**src/hw/rtl/assert_macros.svh**
```systemverilog
// Assertion helpers shared by the RTL files.
`ifndef ASSERT_MACROS_SVH
`define ASSERT_MACROS_SVH

// Same-cycle implication, disabled while reset is asserted.
`define VDM_ASSERT_IMPL(lbl, clk, rstn, ant, con) \
  lbl: assert property (@(posedge clk) disable iff (!rstn) (ant) |-> (con)) \
    else $error("vdm assertion failed");

// Next-cycle implication, disabled while reset is asserted.
`define VDM_ASSERT_NEXT(lbl, clk, rstn, ant, con) \
  lbl: assert property (@(posedge clk) disable iff (!rstn) (ant) |=> (con)) \
    else $error("vdm assertion failed");

`endif

```
**src/hw/rtl/vdm_pkg.sv**
```systemverilog
// ----------------------------------------------------------------------------
// vdm_pkg
// Shared widths, codes and controller/datapath interface types for the
// vector distance metrics block.
// ----------------------------------------------------------------------------
`default_nettype none

package vdm_pkg;

  localparam int unsigned DATA_W     = 16;
  localparam int unsigned LEN_W      = 11;
  localparam int unsigned MAX_LENGTH = 1024;
  localparam int unsigned LEN_RESET  = 602;
  localparam int unsigned SQD_W      = 43;
  localparam int unsigned ABD_W      = 27;
  localparam int unsigned CUBE_W     = 59;
  localparam int unsigned SQ_W       = 41;
  localparam int unsigned VIDX_W     = 32;

  // Shared iterative units.
  localparam int unsigned RAD_W  = 44;
  localparam int unsigned ROOT_W = RAD_W / 2;
  localparam int unsigned NUM_W  = 57;
  localparam int unsigned DEN_W  = 42;
  localparam int unsigned CBX_W  = 60;
  localparam int unsigned CBY_W  = CBX_W / 3;

  localparam int unsigned COS_ONE = 65536;

  typedef enum logic [3:0] {
    ST_IDLE, ST_PROD, ST_CUBE, ST_ACCUM,
    ST_F1_GO, ST_F1_WAIT, ST_F2_GO, ST_F2_WAIT,
    ST_F3_GO, ST_F3_WAIT, ST_DEN, ST_F5_GO, ST_F5_WAIT, ST_PUBLISH
  } ctrl_state_e;

  typedef enum logic [1:0] {SQ_DIFF, SQ_FIRST, SQ_SECOND} sqrt_sel_e;
  typedef enum logic [1:0] {DIV_MSE, DIV_MAE, DIV_COS} div_sel_e;

  typedef struct packed {
    logic      load_in;
    logic      do_prod;
    logic      do_cube;
    logic      do_acc;
    logic      sqrt_start;
    sqrt_sel_e sqrt_sel;
    logic      div_start;
    div_sel_e  div_sel;
    logic      cbrt_start;
    logic      cap1;
    logic      cap2;
    logic      cap3;
    logic      do_den;
    logic      cap5;
    logic      publish;
  } vdm_cmd_t;

  typedef struct packed {
    logic last;
    logic busy;
    logic zero_norm;
    logic out_busy;
  } vdm_stat_t;

endpackage

`default_nettype wire

```
**src/hw/rtl/vdm_ctrl.sv**
```systemverilog
// ----------------------------------------------------------------------------
// vdm_ctrl
// Sequencer: steps each element word through the product, cube and accumulate
// stages, then after the last word runs the end-of-vector root and divide passes.
// ----------------------------------------------------------------------------
`default_nettype none

`include "assert_macros.svh"

module vdm_ctrl
  import vdm_pkg::*;
(
  input  wire logic      clk_i,
  input  wire logic      rst_ni,
  input  wire logic      in_valid_i,
  output logic           in_stall_o,
  input  wire vdm_stat_t stat_i,
  output vdm_cmd_t       cmd_o
);

  ctrl_state_e state_q, state_d;

  // State register.
  always_ff @(posedge clk_i or negedge rst_ni) begin
    if (!rst_ni) begin
      state_q <= ST_IDLE;
    end else begin
      state_q <= state_d;
    end
  end

  // Next state and commands.
  always_comb begin
    state_d    = state_q;
    cmd_o      = '0;
    in_stall_o = 1'b1;
    case (state_q)
      ST_IDLE: begin
        in_stall_o = 1'b0;
        if (in_valid_i) begin
          cmd_o.load_in = 1'b1;
          state_d       = ST_PROD;
        end
      end
      ST_PROD: begin
        cmd_o.do_prod = 1'b1;
        state_d       = ST_CUBE;
      end
      ST_CUBE: begin
        cmd_o.do_cube = 1'b1;
        state_d       = ST_ACCUM;
      end
      ST_ACCUM: begin
        cmd_o.do_acc = 1'b1;
        state_d      = stat_i.last ? ST_F1_GO : ST_IDLE;
      end
      ST_F1_GO: begin
        cmd_o.sqrt_start = 1'b1;
        cmd_o.sqrt_sel   = SQ_DIFF;
        cmd_o.div_start  = 1'b1;
        cmd_o.div_sel    = DIV_MSE;
        cmd_o.cbrt_start = 1'b1;
        state_d          = ST_F1_WAIT;
      end
      ST_F1_WAIT: begin
        if (!stat_i.busy) begin
          cmd_o.cap1 = 1'b1;
          state_d    = ST_F2_GO;
        end
      end
      ST_F2_GO: begin
        cmd_o.sqrt_start = 1'b1;
        cmd_o.sqrt_sel   = SQ_FIRST;
        cmd_o.div_start  = 1'b1;
        cmd_o.div_sel    = DIV_MAE;
        state_d          = ST_F2_WAIT;
      end
      ST_F2_WAIT: begin
        if (!stat_i.busy) begin
          cmd_o.cap2 = 1'b1;
          state_d    = ST_F3_GO;
        end
      end
      ST_F3_GO: begin
        cmd_o.sqrt_start = 1'b1;
        cmd_o.sqrt_sel   = SQ_SECOND;
        state_d          = ST_F3_WAIT;
      end
      ST_F3_WAIT: begin
        if (!stat_i.busy) begin
          cmd_o.cap3 = 1'b1;
          state_d    = ST_DEN;
        end
      end
      ST_DEN: begin
        cmd_o.do_den = 1'b1;
        state_d      = ST_F5_GO;
      end
      ST_F5_GO: begin
        // A zero norm leaves the cosine at zero and skips the divide.
        if (stat_i.zero_norm) begin
          state_d = ST_PUBLISH;
        end else begin
          cmd_o.div_start = 1'b1;
          cmd_o.div_sel   = DIV_COS;
          state_d         = ST_F5_WAIT;
        end
      end
      ST_F5_WAIT: begin
        if (!stat_i.busy) begin
          cmd_o.cap5 = 1'b1;
          state_d    = ST_PUBLISH;
        end
      end
      ST_PUBLISH: begin
        if (!stat_i.out_busy) begin
          cmd_o.publish = 1'b1;
          state_d       = ST_IDLE;
        end
      end
      default: begin
        state_d = ST_IDLE;
      end
    endcase
  end

  // The units must be idle whenever a pass is launched.
  `VDM_ASSERT_IMPL(a_go_idle, clk_i, rst_ni, (state_q == ST_F1_GO || state_q == ST_F2_GO || state_q == ST_F3_GO || state_q == ST_F5_GO), !stat_i.busy)
  // A result is never published over one that is still waiting.
  `VDM_ASSERT_IMPL(a_pub_free, clk_i, rst_ni, cmd_o.publish, !stat_i.out_busy)
  // The last element of a vector always starts the end-of-vector passes.
  `VDM_ASSERT_NEXT(a_last_fin, clk_i, rst_ni, (state_q == ST_ACCUM && stat_i.last), state_q == ST_F1_GO)

endmodule

`default_nettype wire

```
**config.mk**
```make
export PLATFORM = sky130hd
export DESIGN_NAME = vdm_ctrl
export DESIGN_NICKNAME = d
export VERILOG_FILES = /design/src/hw/rtl/vdm_pkg.sv /design/src/hw/rtl/vdm_ctrl.sv
export VERILOG_INCLUDE_DIRS = /design/src /design/src/hw/rtl
export SDC_FILE = /design/constraint.sdc
export NUM_CORES = 1
export LEC_CHECK = 0
export ABC_AREA = 1
export BUFFER_PORTS_ARGS = -buffer_cell sky130_fd_sc_hd__buf_4
export CAP_MARGIN = 10
export CORE_AREA = 3 3 49 51
export DETAILED_ROUTE_END_ITERATION = 10
export DIE_AREA = 0 0 52 54
export REMOVE_ABC_BUFFERS = 1
export SYNTH_ARGS = -nofsm -noshare
export SYNTH_HDL_FRONTEND = slang
export SYNTH_SLANG_ARGS = --single-unit
```
**constraint.sdc**
```tcl
create_clock -name clk_i -period 1.5 [get_ports clk_i]
set_clock_uncertainty 0.05 [all_clocks]
set_input_delay 0.375 -clock clk_i [delete_from_list [all_inputs] [get_ports clk_i]]
set_output_delay 0.375 -clock clk_i [all_outputs]
set_load 0.02 [all_outputs]
```
---- Word-level counts from Yosys, hierarchy flattened ----
Cells that the tools add are included.
operators by class
  order comparisons ....................... 0
  multiply operators ...................... 0
  $add $sub $neg .......................... 0
  shift operators ......................... 0
  div/mod/pow operators ................... 0
  multiplexer cells ....................... 27
  bitwise gates (word level) .............. 0
  equality and inequality tests ........... 19
  reduce and logical (&&, ||, !) cells .... 2
operators with widths
  kind                count
  $pmux 4 s14         1
  $eq 4x4->1 const B  6
  $mux 4              6
  $pmux 3 s3          2
  $eq 4x3->1 const B  4
  $mux 1              16
  $ne 2x2->1 const B  6
  $eq 4x2->1 const B  2
  $mux 3              2
  $reduce_and 6->1    1
  $eq 4x1->1 const B  1
  $logic_not 4->1     1
word-level totals
  bits in read-only memories .............. 0
  input port bits ......................... 7
  memories kept ........................... 0
  RAM bits ................................ 0
  output and inout port bits .............. 18
  bits in latches ......................... 0
  logic and storage cells ................. 49
  register bits ........................... 4

---- Longest topological paths before layout ----
Gate-level depths: netlist of run 1.
  depth in word-level cells ............... 3
  depth in mapped cells ................... 8
  mapped depth without buffers ............ 8

---- Worst setup path before layout of run 1 ----
No wires, ideal clock.
  path type ............................... register to output
  from .................................... reg state_q[2]
  to ...................................... out cmd_o[10] (netlist name)
  path slack .............................. -0.383 ns
  data required time ...................... 1.075 ns
  stages on the path, launching flop included .. 6
  data arrival time ....................... 1.458 ns
  path buffers ............................ 1
  path through ............................ dfrtp_1 > inv_1 > nor2_1 > inv_1 > nor3_1 > buf_4
RTL lines
  item                    RTL line        source
  start, declared         vdm_ctrl.sv:21  ctrl_state_e state_q, state_d;
  start signal, assigned  vdm_ctrl.sv:28  state_q <= state_d;
  end, declared           vdm_ctrl.sv:18  output vdm_cmd_t cmd_o

==> summary.txt, run 1 <==
Routing
  – Vias per cell: 4.209
  – DR vias: 665
  – Drt pass-1 iters: 4
  – Post-route ant nets: 0
  – Initial drt markers: 6
  – Final WL: 1.639 mm
  – Routed len/inst: 10.37 um
  – DRC: 0

STA
  – Fin crit share: 112.5%
  – WHS: 0.4167 ns
  – Unrepaired setup endpoints after global routing: yes
  – Final setup fails: 19
  – Slew HR: 87.97%
  – Max Fclk: 592.5 MHz
  – Slew @ Worst Pin: 0.1805 ns
  – Hold Vio Cnt, Final: 0
  – Slew Limit Fails: 0
  – Post-route minimum period: 1.688 ns
  – Fin Setup TNS: -2.524 ns
  – PnR worst setup slack: -0.1877 ns

Pwr
  – PwrDens: 1982 nW/um^2
  – Tot Pwr: 1.922 mW
  – IR Drop Worst-Case VDD: 608.8 uV
  – Leakage Power: 0.5430 nW

Logic synthesis
  – Seq cells post-synth: 4
  – Post-synthesis sequential area ratio: 21.16%
  – Syn avg cell area: 5.436 sq um
  – Syn Inst Count: 87
  – Synth area leader: dfrtp_1
  – Dominant cells by area after synthesis: dfrtp_1 (21%), nand2_1 (18%), nor2_1 (14%)
  – Cell variety after synth: 15
  – Synth top area share: 21.16%
  – Synth Warn #: 0
  – Syn Std Cell Area: 473.0 sq um

Layout
  – Share of layout cells above drive strength 1: 64.89%
  – Fin cells: 158
  – Largest register FFs: 4
  – Footprint of the multi-input gates: 382.9 sq um
  – Layout Nets: 140
  – Syn-to-layout area delta: 105.0%
  – Layout fillers: 192
  – Largest regs: state_q (4)
  – FF+latch area: 105.1 sq um
  – Final core occ: 48.93%
  – Fin area: 969.7 sq um
  – Register with the most flip-flops: state_q
  – N_diodes: 0

Critical path
  – CP max FO: 6
  – FF-to-FF setup slack: 0 ns
  – Reg2Reg Depth: 10
  – RR Endpoint: state_q[3]
  – Worst setup path endpoint: cmd_o[7]
  – CP Data Required Time: 1.07 ns
  – Worst r2r src: state_q[0]
  – Endpoint class of the critical path: output port
  – Worst Path Arrival: 1.26 ns
  – Crit path launch type: register
  – CP startpoint: state_q[2]
  – Setup CP Type: register to output port

Clock network
  – Clock-pin slew on the worst setup and hold paths: 0.04 ns
  – Clk sinks: 4
  – Clk_lat worst skew: 0.24 ns
  – H-tree levels: 1
  – CTS Buf Count: 3
  – TritonCTS clock tree: built
  – Maximum buffer depth of the clock tree: 2
  – Root buffer cell: clkbuf_4

Global route
  – Gr ovfl total: 0
  – GRT Total Usage: 10.91%
  – Number of global-route vias before repair: 564
  – First-pass GRT wire length: 2.270 mm
  – Largest net degree at the start of global routing: 8
  – Initial antenna violation count: 0

Die
  – Die Span X: 52 um
  – Die Y: 54 um
  – # rows: 16
  – Starting density of the core: 23.86%
  – CORE AREA: 1982 sq um
  – Top Ports: 25
  – Die Area: 2808 sq um

Place
  – Placed Instances: 145
  – Port bufs: 24
  – Placement Setup Slack: -0.09547 ns
  – HPWL Detailed: 1.191 mm
  – Cell area after placement: 739.5 sq um
  – GP Congestion: 0.8764

Status
  – Violated checks: negative setup slack
  – Status: complete, but fails checks

Flow run
  – Max_cap viols: 0

Worst hold path
  – Hold WC Path Type: input port to asynchronous set/reset pin
[cells in the final DEF, fill, tap and decap left out]
master / Yosys / layout
buf_6: 0 / 9
nand2_1: 23 / 16
dlygate4sd3_1: 0 / 1
o21ai_1: 0 / 1
nand3_2: 1 / 2
nor2_1: 18 / 8
buf_4: 1 / 32
inv_4: 0 / 1
nor2_2: 2 / 7
inv_1: 14 / 9
clkbuf_4: 0 / 3
nor3_2: 0 / 1
nor3_4: 0 / 1
o21ai_0: 2 / 1
nand3_1: 9 / 8
o21bai_1: 1 / 1
dfrtp_2: 0 / 4
nor2_4: 1 / 6
nor3_1: 3 / 1
nand2_4: 2 / 2
inv_2: 5 / 9
nand2_2: 1 / 8
[area by class of cell]
cell class	count	share of cell area, %
well taps	27	3.484
inverters	19	7.613
clock buffers	3	2.323
multi-input cells	63	39.48
flip-flops and latches	4	10.84
repair buffers	42	36.26
[power by group]
part,internal (mW),switching [mW]
logic,0.684,0.814
clock network,0.0896,0.0464
registers,0.173,0.116
[logic make-up (layout without fill, tap and decap cells)]
kind of cell	count (synthesis)	after routing	share of synthesized area, %
and+or+nand+nor	60	60	58.46
buffers and inverters	20	64	16.67
DFF	4	4	21.16
AOI/OAI and AO/OA	3	3	3.704
[per-layer routing]
metal  up-vias  share of wire [%]  track usage [%]
met1       287                 38            11.53
li1        352                  -                -
met5         -                  0                0
met2        22                 54            19.04
met3         4                6.1            3.047
met4         0                2.2            6.987
[timing repair]
action                                  in CTS  in global routing
endpoints found under the hold margin        4                  0
endpoints found under the setup margin      18                 18
buffers inserted                             4                  5
pin swaps                                    5                  7
resized for setup                           17                 29
hold buffers                                 1                  0
[critical path, cell delays in order (launching register included)]
cell     delay, ns
dfrtp_2       0.44
inv_2         0.08
nor2_4        0.14
inv_2         0.08
nor3_4        0.12
buf_4         0.16
[cell usage after synthesis (all sizes together)]
| cell | instances |
|---|---|
| buf | 1 |
| o21ai | 2 |
| o21bai | 1 |
| nand3 | 10 |
| dfrtp | 4 |
| nor3 | 3 |
| nand2 | 26 |
| nor2 | 21 |
| inv | 19 |
[how the worst min path moves through the flow]
stage	cells past startpoint	end	startpoint
3_3_place_gp	1	state_q[3]	rst_ni
3_5_place_dp	1	state_q[3]	rst_ni
5_1_grt	2	state_q[2]	rst_ni
6_report	2	state_q[2]	rst_ni
4_1_cts	2	state_q[2]	rst_ni
2_1_floorplan	0	state_q[0]	rst_ni
(Power assumes the default switching activity.)
==> run 2: changes to the inputs <==
--- a/config.mk
+++ b/config.mk
@@ -6,12 +6,12 @@
 export SDC_FILE = /design/constraint.sdc
 export NUM_CORES = 1
 export LEC_CHECK = 0
-export ABC_AREA = 1
+export ABC_AREA = 0
 export BUFFER_PORTS_ARGS = -buffer_cell sky130_fd_sc_hd__buf_4
 export CAP_MARGIN = 10
-export CORE_AREA = 3 3 49 51
+export CORE_AREA = 3 3 47 49
 export DETAILED_ROUTE_END_ITERATION = 10
-export DIE_AREA = 0 0 52 54
+export DIE_AREA = 0 0 50 52
 export REMOVE_ABC_BUFFERS = 1
 export SYNTH_ARGS = -nofsm -noshare
 export SYNTH_HDL_FRONTEND = slang
==> summary.txt, run 2 <==
Die
  – Starting density of the core: 22.70% (was 23.86%)
  – # rows: 16 (unchanged)
  – Die Span X: 50 um (was 52 um)
  – Top Ports: 25 (unchanged)
  – CORE AREA: 1902 sq um (was 1982 sq um)
  – Die Y: 52 um (was 54 um)
  – Die Area: 2600 sq um (was 2808 sq um)

Routing
  – Final WL: 1.837 mm (was 1.639 mm)
  – Initial drt markers: 12 (was 6)
  – DR vias: 644 (was 665)
  – DRC: 0 (unchanged)
  – Post-route ant nets: 0 (unchanged)
  – Vias per cell: 4.770 (was 4.209)
  – Drt pass-1 iters: 4 (unchanged)
  – Routed len/inst: 13.61 um (was 10.37 um)

Critical path
  – CP Data Required Time: 1.07 ns (about the same)
  – Crit path launch type: register (unchanged)
  – Setup CP Type: register to output port (unchanged)
  – CP max FO: 6 (unchanged)
  – Endpoint class of the critical path: output port (unchanged)
  – FF-to-FF setup slack: -0.08 ns (was 0 ns)
  – Worst Path Arrival: 1.36 ns (was 1.26 ns)
  – Worst r2r src: state_q[2] (was state_q[0])
  – Reg2Reg Depth: 6 (was 10)
  – RR Endpoint: state_q[2] (was state_q[3])

Layout
  – Syn-to-layout area delta: 139.7% (was 105.0%)
  – Most common cell after layout, fill and taps aside: buf_4 (unchanged)
  – Fin area: 1035 sq um (was 969.7 sq um)
  – Largest regs: state_q (4) (unchanged)
  – Layout Nets: 117 (was 140)
  – Most frequent cells in the layout: buf_4 (38), buf_6 (11), nor2_1 (5) (was buf_4 (32), nand2_1 (16), inv_1 (9), inv_2 (9), buf_6 (9))
  – Largest register FFs: 4 (unchanged)
  – N_diodes: 0 (unchanged)
  – Register with the most flip-flops: state_q (unchanged)
  – Layout fillers: 163 (was 192)
  – Share of layout cells above drive strength 1: 75.00% (was 64.89%)
  – FF+latch area: 105.1 sq um (unchanged)
  – Footprint of the multi-input gates: 425.4 sq um (was 382.9 sq um)

Clock network
  – Maximum buffer depth of the clock tree: 2 (unchanged)
  – Clk_lat worst skew: 0.24 ns (about the same)
  – H-tree levels: 1 (unchanged)
  – Clk sinks: 4 (unchanged)
  – Clock-pin slew on the worst setup and hold paths: 0.04 ns (about the same)
  – CTS Buf Count: 3 (unchanged)
  – Root buffer cell: clkbuf_4 (unchanged)
  – TritonCTS clock tree: built (unchanged)

STA
  – Unrepaired setup endpoints after global routing: yes (unchanged)
  – Final setup fails: 20 (was 19)
  – Fin crit share: 118.8% (was 112.5%)
  – Max Fclk: 561.4 MHz (was 592.5 MHz)
  – Slew @ Worst Pin: 0.3393 ns (was 0.1805 ns)
  – Post-route minimum period: 1.781 ns (was 1.688 ns)
  – Hold Vio Cnt, Final: 0 (unchanged)
  – PnR worst setup slack: -0.2814 ns (was -0.1877 ns)
  – Slew HR: 77.09% (was 87.97%)
  – Slew Limit Fails: 0 (unchanged)

Place
  – GP Congestion: 0.7724 (was 0.8764)
  – Port bufs: 24 (unchanged)
  – Placement Setup Slack: -0.1331 ns (was -0.09547 ns)
  – HPWL Detailed: 1.167 mm (was 1.191 mm)
  – Cell area after placement: 750.7 sq um (was 739.5 sq um)

Logic synthesis
  – Cell variety after synth: 31 (was 15)
  – Seq cells post-synth: 4 (unchanged)
  – Synth top area share: 23.19% (was 21.16%)
  – Syn avg cell area: 7.194 sq um (was 5.436 sq um)
  – Synth Warn #: 0 (unchanged)
  – Syn Std Cell Area: 431.7 sq um (was 473.0 sq um)
  – Ys async rst share: 100.0% (unchanged)
  – Post-synthesis sequential area ratio: 23.19% (was 21.16%)
  – Number of synthesized flops with an enable pin: 0 (unchanged)
  – Most frequent cells after synthesis: nor3_1 (9), nor2_1 (8), nand2_1 (5), a21oi_1 (4), dfrtp_1 (4) (was nand2_1 (23), nor2_1 (18), inv_1 (14), nand3_1 (9), inv_2 (5))
  – Dominant cells by area after synthesis: dfrtp_1 (23%), nor3_1 (10%), nor2_1 (7.0%) (was dfrtp_1 (21%), nand2_1 (18%), nor2_1 (14%))
  – Syn Inst Count: 60 (was 87)
  – Most common cell in the netlist: nor3_1 (was nand2_1)
  – Prevailing post-synth register cell: dfrtp_1 (unchanged)
  – Synth area leader: dfrtp_1 (unchanged)

Pwr
  – IR Drop Worst-Case VDD: 1227 uV (was 608.8 uV)
  – PwrDens: 2283 nW/um^2 (was 1982 nW/um^2)
  – Leakage Power: 0.4749 nW (was 0.5430 nW)

Global route
  – First-pass GRT wire length: 2.780 mm (was 2.270 mm)
  – Largest net degree at the start of global routing: 9 (was 8)
  – Initial antenna violation count: 0 (unchanged)
  – Number of global-route vias before repair: 662 (was 564)
  – GRT Total Usage: 14.44% (was 10.91%)
  – Gr ovfl total: 0 (unchanged)

Worst hold path
  – Hold WC Path Type: input port to asynchronous set/reset pin (unchanged)

Flow run
  – Max_cap viols: 0 (unchanged)

Status
  – Violated checks: negative setup slack (unchanged)
  – Status: complete, but fails checks (unchanged)
-- run 2: per-stage QoR --
stage | TNS, ns | hold WS [ns] | utilization [%] | cells | total power [mW]
floorplan | -2.772 | 0.02941 | - | 54 | 0.9541
global placement | -0.3830 | 0.1217 | 39.47 | 123 | 1.588
detailed placement | -0.6093 | 0.1222 | 39.47 | 123 | 1.612
CTS | -3.089 | 0.4321 | 50.66 | 134 | 2.168
global route | -4.385 | 0.4349 | 54.41 | 135 | 2.519
finish | -3.258 | 0.4267 | 54.41 | 135 | 2.362
-- run 2: power breakdown --
| part | internal, mW | switching (mW) | total, mW |
|---|---|---|---|
| Clock | 0.0895 | 0.0445 | 0.134 |
| Sequential | 0.174 | 0.122 | 0.296 |
| Combinational | 0.984 | 0.948 | 1.93 |
| Total | 1.25 | 1.11 | 2.36 |
-- run 2: worst max path at each step --
stage / from / cells after the start / slack (ns) / endpoint
3_3_place_gp: state_q[3] / 3 / -0.09 / cmd_o[4]
6_report: state_q[0] / 4 / -0.28 / cmd_o[3]
4_1_cts: state_q[2] / 4 / -0.25 / cmd_o[9]
5_1_grt: state_q[0] / 4 / -0.38 / cmd_o[3]
3_5_place_dp: state_q[2] / 4 / -0.13 / cmd_o[9]
2_1_floorplan: state_q[2] / 3 / -0.30 / cmd_o[9]
-- run 2: kinds of logic (layout without fill, tap and decap cells) --
family / count (synthesis) / after routing / synth area share (%)
mux: 2 / 2 / 5.796
compound gates: 15 / 15 / 26.38
xor+xnor: 1 / 1 / 2.029
flops: 4 / 4 / 23.19
buf+inv: 9 / 57 / 9.563
simple gates: 29 / 29 / 33.05
-- run 2: critical path, cell delays in order, from the launching register on --
cell     delay [ns]
dfrtp_2        0.44
buf_8          0.17
nand2_8        0.07
nor3_1         0.24
buf_4          0.19
-- run 2: per-layer routing --
layer	share of wire (%)	GRT usage (%)	vias to the layer above
met5	0	0	-
met4	2.8	12.90	0
met3	4.6	2.006	6
met2	53	25.43	28
met1	39	14.83	298
li1	-	-	312
-- run 2: repair_timing --
action | in CTS | in global routing
buffers inserted | 7 | 1
hold buffers | 1 | 0
pin swaps | 5 | 5
gates resized for setup | 33 | 13
setup endpoints to repair | 19 | 20
hold endpoints to repair | 4 | 0
-- run 2: area by class of cell --
| class | count | share of cell area, % |
|---|---|---|
| Clock buffer | 3 | 2.177 |
| Inverter | 3 | 1.330 |
| Multi-Input combinational cell | 47 | 41.11 |
| Sequential cell | 4 | 10.16 |
| Timing Repair Buffer | 51 | 41.96 |
| Tap cell | 27 | 3.265 |
==> run 3: changes to the inputs <==
==> constraint.sdc (replaced) <==
create_clock -name clk_i -period 1.5 [get_ports clk_i]
set_clock_uncertainty 0.05 [all_clocks]
set_input_delay 0.3 -clock clk_i [delete_from_list [all_inputs] [get_ports clk_i]]
set_output_delay 0.3 -clock clk_i [all_outputs]
set_load 0.02 [all_outputs]
==> summary.txt, run 3 (synthesis results as in run 2) <==
Pwr
  – Tot Pwr: 2.442 mW (was 2.362 mW)
  – Clock group share of total power: 5.6% (was 5.7%)
  – NetSw: 1.192 mW (was 1.114 mW)
  – PwrDens: 2327 nW/um^2 (was 2283 nW/um^2)
  – Comb power frac: 82.0% (was 81.8%)
  – IR Drop Worst-Case VDD: 1242 uV (was 1227 uV)
  – Cell-internal power: 1.251 mW (was 1.248 mW)
  – Leakage Power: 0.4883 nW (was 0.4749 nW)
  – Net Sw Frac: 48.79% (was 47.18%)
  – Reg power frac: 12.4% (was 12.5%)

Layout
  – Final core occ: 55.20% (was 54.41%)
  – Layout fillers: 166 (was 163)
  – Largest regs: state_q (4) (unchanged)
  – Share of layout cells above drive strength 1: 75.00% (unchanged)
  – Layout Nets: 117 (unchanged)
  – N_diodes: 0 (unchanged)
  – Largest register FFs: 4 (unchanged)
  – Most frequent cells in the layout: buf_4 (37), buf_6 (11), nor3_2 (5), nor2_1 (5) (was buf_4 (38), buf_6 (11), nor2_1 (5))
  – Most common cell after layout, fill and taps aside: buf_4 (unchanged)
  – Syn-to-layout area delta: 143.2% (was 139.7%)
  – Register with the most flip-flops: state_q (unchanged)

Clock network
  – Maximum buffer depth of the clock tree: 2 (unchanged)
  – Root buffer cell: clkbuf_4 (unchanged)
  – Clock-pin slew on the worst setup and hold paths: 0.04 ns (about the same)
  – Clk sinks: 4 (unchanged)
  – Clk_lat worst skew: 0.24 ns (about the same)
  – H-tree levels: 1 (unchanged)
  – TritonCTS clock tree: built (unchanged)
  – CTS Buf Count: 3 (unchanged)

Global route
  – Initial antenna violation count: 0 (unchanged)
  – Number of global-route vias before repair: 631 (was 662)
  – First-pass GRT wire length: 2.877 mm (was 2.780 mm)
  – Gr ovfl total: 0 (unchanged)
  – Largest net degree at the start of global routing: 11 (was 9)
  – GRT Total Usage: 14.52% (was 14.44%)

Critical path
  – Stages on worst setup path: 3 (was 4)
  – Dominant delay contributor by cell family on the critical path: flip-flops (unchanged)
  – Worst path cell trace: buf_6 > nor4_2 > buf_4 (was buf_8 > nand2_8 > nor3_1 > buf_4)
  – Setup CP Type: register to output port (unchanged)
  – RR Endpoint: state_q[2] (unchanged)
  – Cell at the slowest stage of the critical path: dfrtp_2 (unchanged)
  – CP max FO: 7 (was 6)
  – Worst Path Arrival: 1.35 ns (was 1.36 ns)
  – FF-to-FF setup slack: -0.13 ns (was -0.08 ns)
  – CP Data Required Time: 1.15 ns (was 1.07 ns)
  – CP startpoint: state_q[0] (unchanged)
  – Worst r2r src: state_q[2] (unchanged)
  – Crit path launch type: register (unchanged)
  – Reg2Reg Depth: 6 (unchanged)
  – Endpoint class of the critical path: output port (unchanged)
  – Worst setup path endpoint: cmd_o[1] (was cmd_o[3])
  – CP bufs+invs: 2 (unchanged)
  – CP max stage delay: 0.45 ns (was 0.44 ns)

Routing
  – DRC: 0 (unchanged)
  – Final WL: 1.999 mm (was 1.837 mm)
  – Routed len/inst: 14.81 um (was 13.61 um)
  – Drt pass-1 iters: 4 (unchanged)
  – Post-route ant nets: 0 (unchanged)
  – Vias per cell: 4.978 (was 4.770)
  – DR vias: 672 (was 644)
  – Initial drt markers: 17 (was 12)

STA
  – Slew HR: 81.97% (was 77.09%)
  – Slew @ Worst Pin: 0.2682 ns (was 0.3393 ns)
  – Max Fclk: 589.3 MHz (was 561.4 MHz)
  – Slew Limit Fails: 0 (unchanged)
  – Hold Vio Cnt, Final: 0 (unchanged)
  – Fin Setup TNS: -2.141 ns (was -3.258 ns)
  – PnR worst setup slack: -0.1970 ns (was -0.2814 ns)
  – Post-route minimum period: 1.697 ns (was 1.781 ns)
  – Final setup fails: 19 (was 20)
  – WHS: 0.3531 ns (was 0.4267 ns)
  – Unrepaired setup endpoints after global routing: yes (unchanged)
  – Fin crit share: 113.1% (was 118.8%)

Die
  – Die Area: 2600 sq um (unchanged)
  – # rows: 16 (unchanged)
  – Die Y: 52 um (unchanged)
  – Top Ports: 25 (unchanged)
  – Die Span X: 50 um (unchanged)
  – CORE AREA: 1902 sq um (unchanged)
  – Starting density of the core: 22.70% (unchanged)

Status
  – Status: complete, but fails checks (unchanged)
  – Violated checks: negative setup slack (unchanged)

Worst hold path
  – Hold WC Path Type: input port to asynchronous set/reset pin (unchanged)

Place
  – HPWL Detailed: 1.047 mm (was 1.167 mm)
  – GP Congestion: 0.7346 (was 0.7724)
  – Port bufs: 24 (unchanged)

Flow run
  – Max_cap viols: 0 (unchanged)
==> run 3: metrics by stage <==
step / area [sq um] / instances / setup WS (ns)
after floorplan: 401.6 / 54 / -0.2298
after global placement: 698.2 / 116 / -0.03424
after detailed placement: 698.2 / 116 / -0.04213
after CTS: 930.9 / 128 / -0.1644
after global routing: 1050 / 135 / -0.2458
final: 1050 / 135 / -0.1970
==> run 3: cell type report <==
class	count	area (sq um)	area share (%)
tap	27	33.78	3.218
clock buffer	3	22.52	2.145
inverter	3	18.77	1.788
sequential	4	105.1	10.01
timing repair buffer	51	431.7	41.12
multi-input combinational	47	437.9	41.72
==> run 3: worst min path at each step <==
stage,cells after the start,slack (ns),from,to
6_report,2,0.35,rst_ni,state_q[0]
5_1_grt,2,0.34,rst_ni,state_q[0]
4_1_cts,2,0.35,rst_ni,state_q[0]
3_5_place_dp,1,0.05,rst_ni,state_q[2]
3_3_place_gp,1,0.05,rst_ni,state_q[2]
2_1_floorplan,0,-0.05,rst_ni,state_q[0]
==> run 3: power groups by stage <==
stage	Clock, mW	Combinational, mW	Sequential (mW)
after floorplan	0	0.627	0.327
after global placement	0	1.20	0.263
after detailed placement	0	1.20	0.266
after CTS	0.140	1.66	0.288
after global routing	0.157	2.13	0.312
final	0.136	2.00	0.303
==> run 3: worst register-to-register path: stages (launching register included) <==
cell and delay (ns):
dfrtp_2 0.45, buf_4 0.17, nand2b_4 0.10, buf_4 0.12, o32ai_2 0.07, a22oi_2 0.23, mux2_4 0.32
==> run 3: per-layer routing <==
metal	global-route usage, %	part of all wire (%)	vias to the layer above
met5	0	0	-
met4	6.452	3.2	0
met3	5.158	5.2	8
met2	25.00	56	26
met1	15.92	35	326
li1	-	-	312
==> run 3: repair_timing <==
| action | 4_1_cts | 5_1_grt |
|---|---|---|
| hold buffers | 1 | 0 |
| setup buffers | 8 | 7 |
| pin swaps | 3 | 7 |
| resized for setup | 37 | 12 |
| endpoints found under the hold margin | 4 | 0 |
| endpoints found under the setup margin | 19 | 20 |
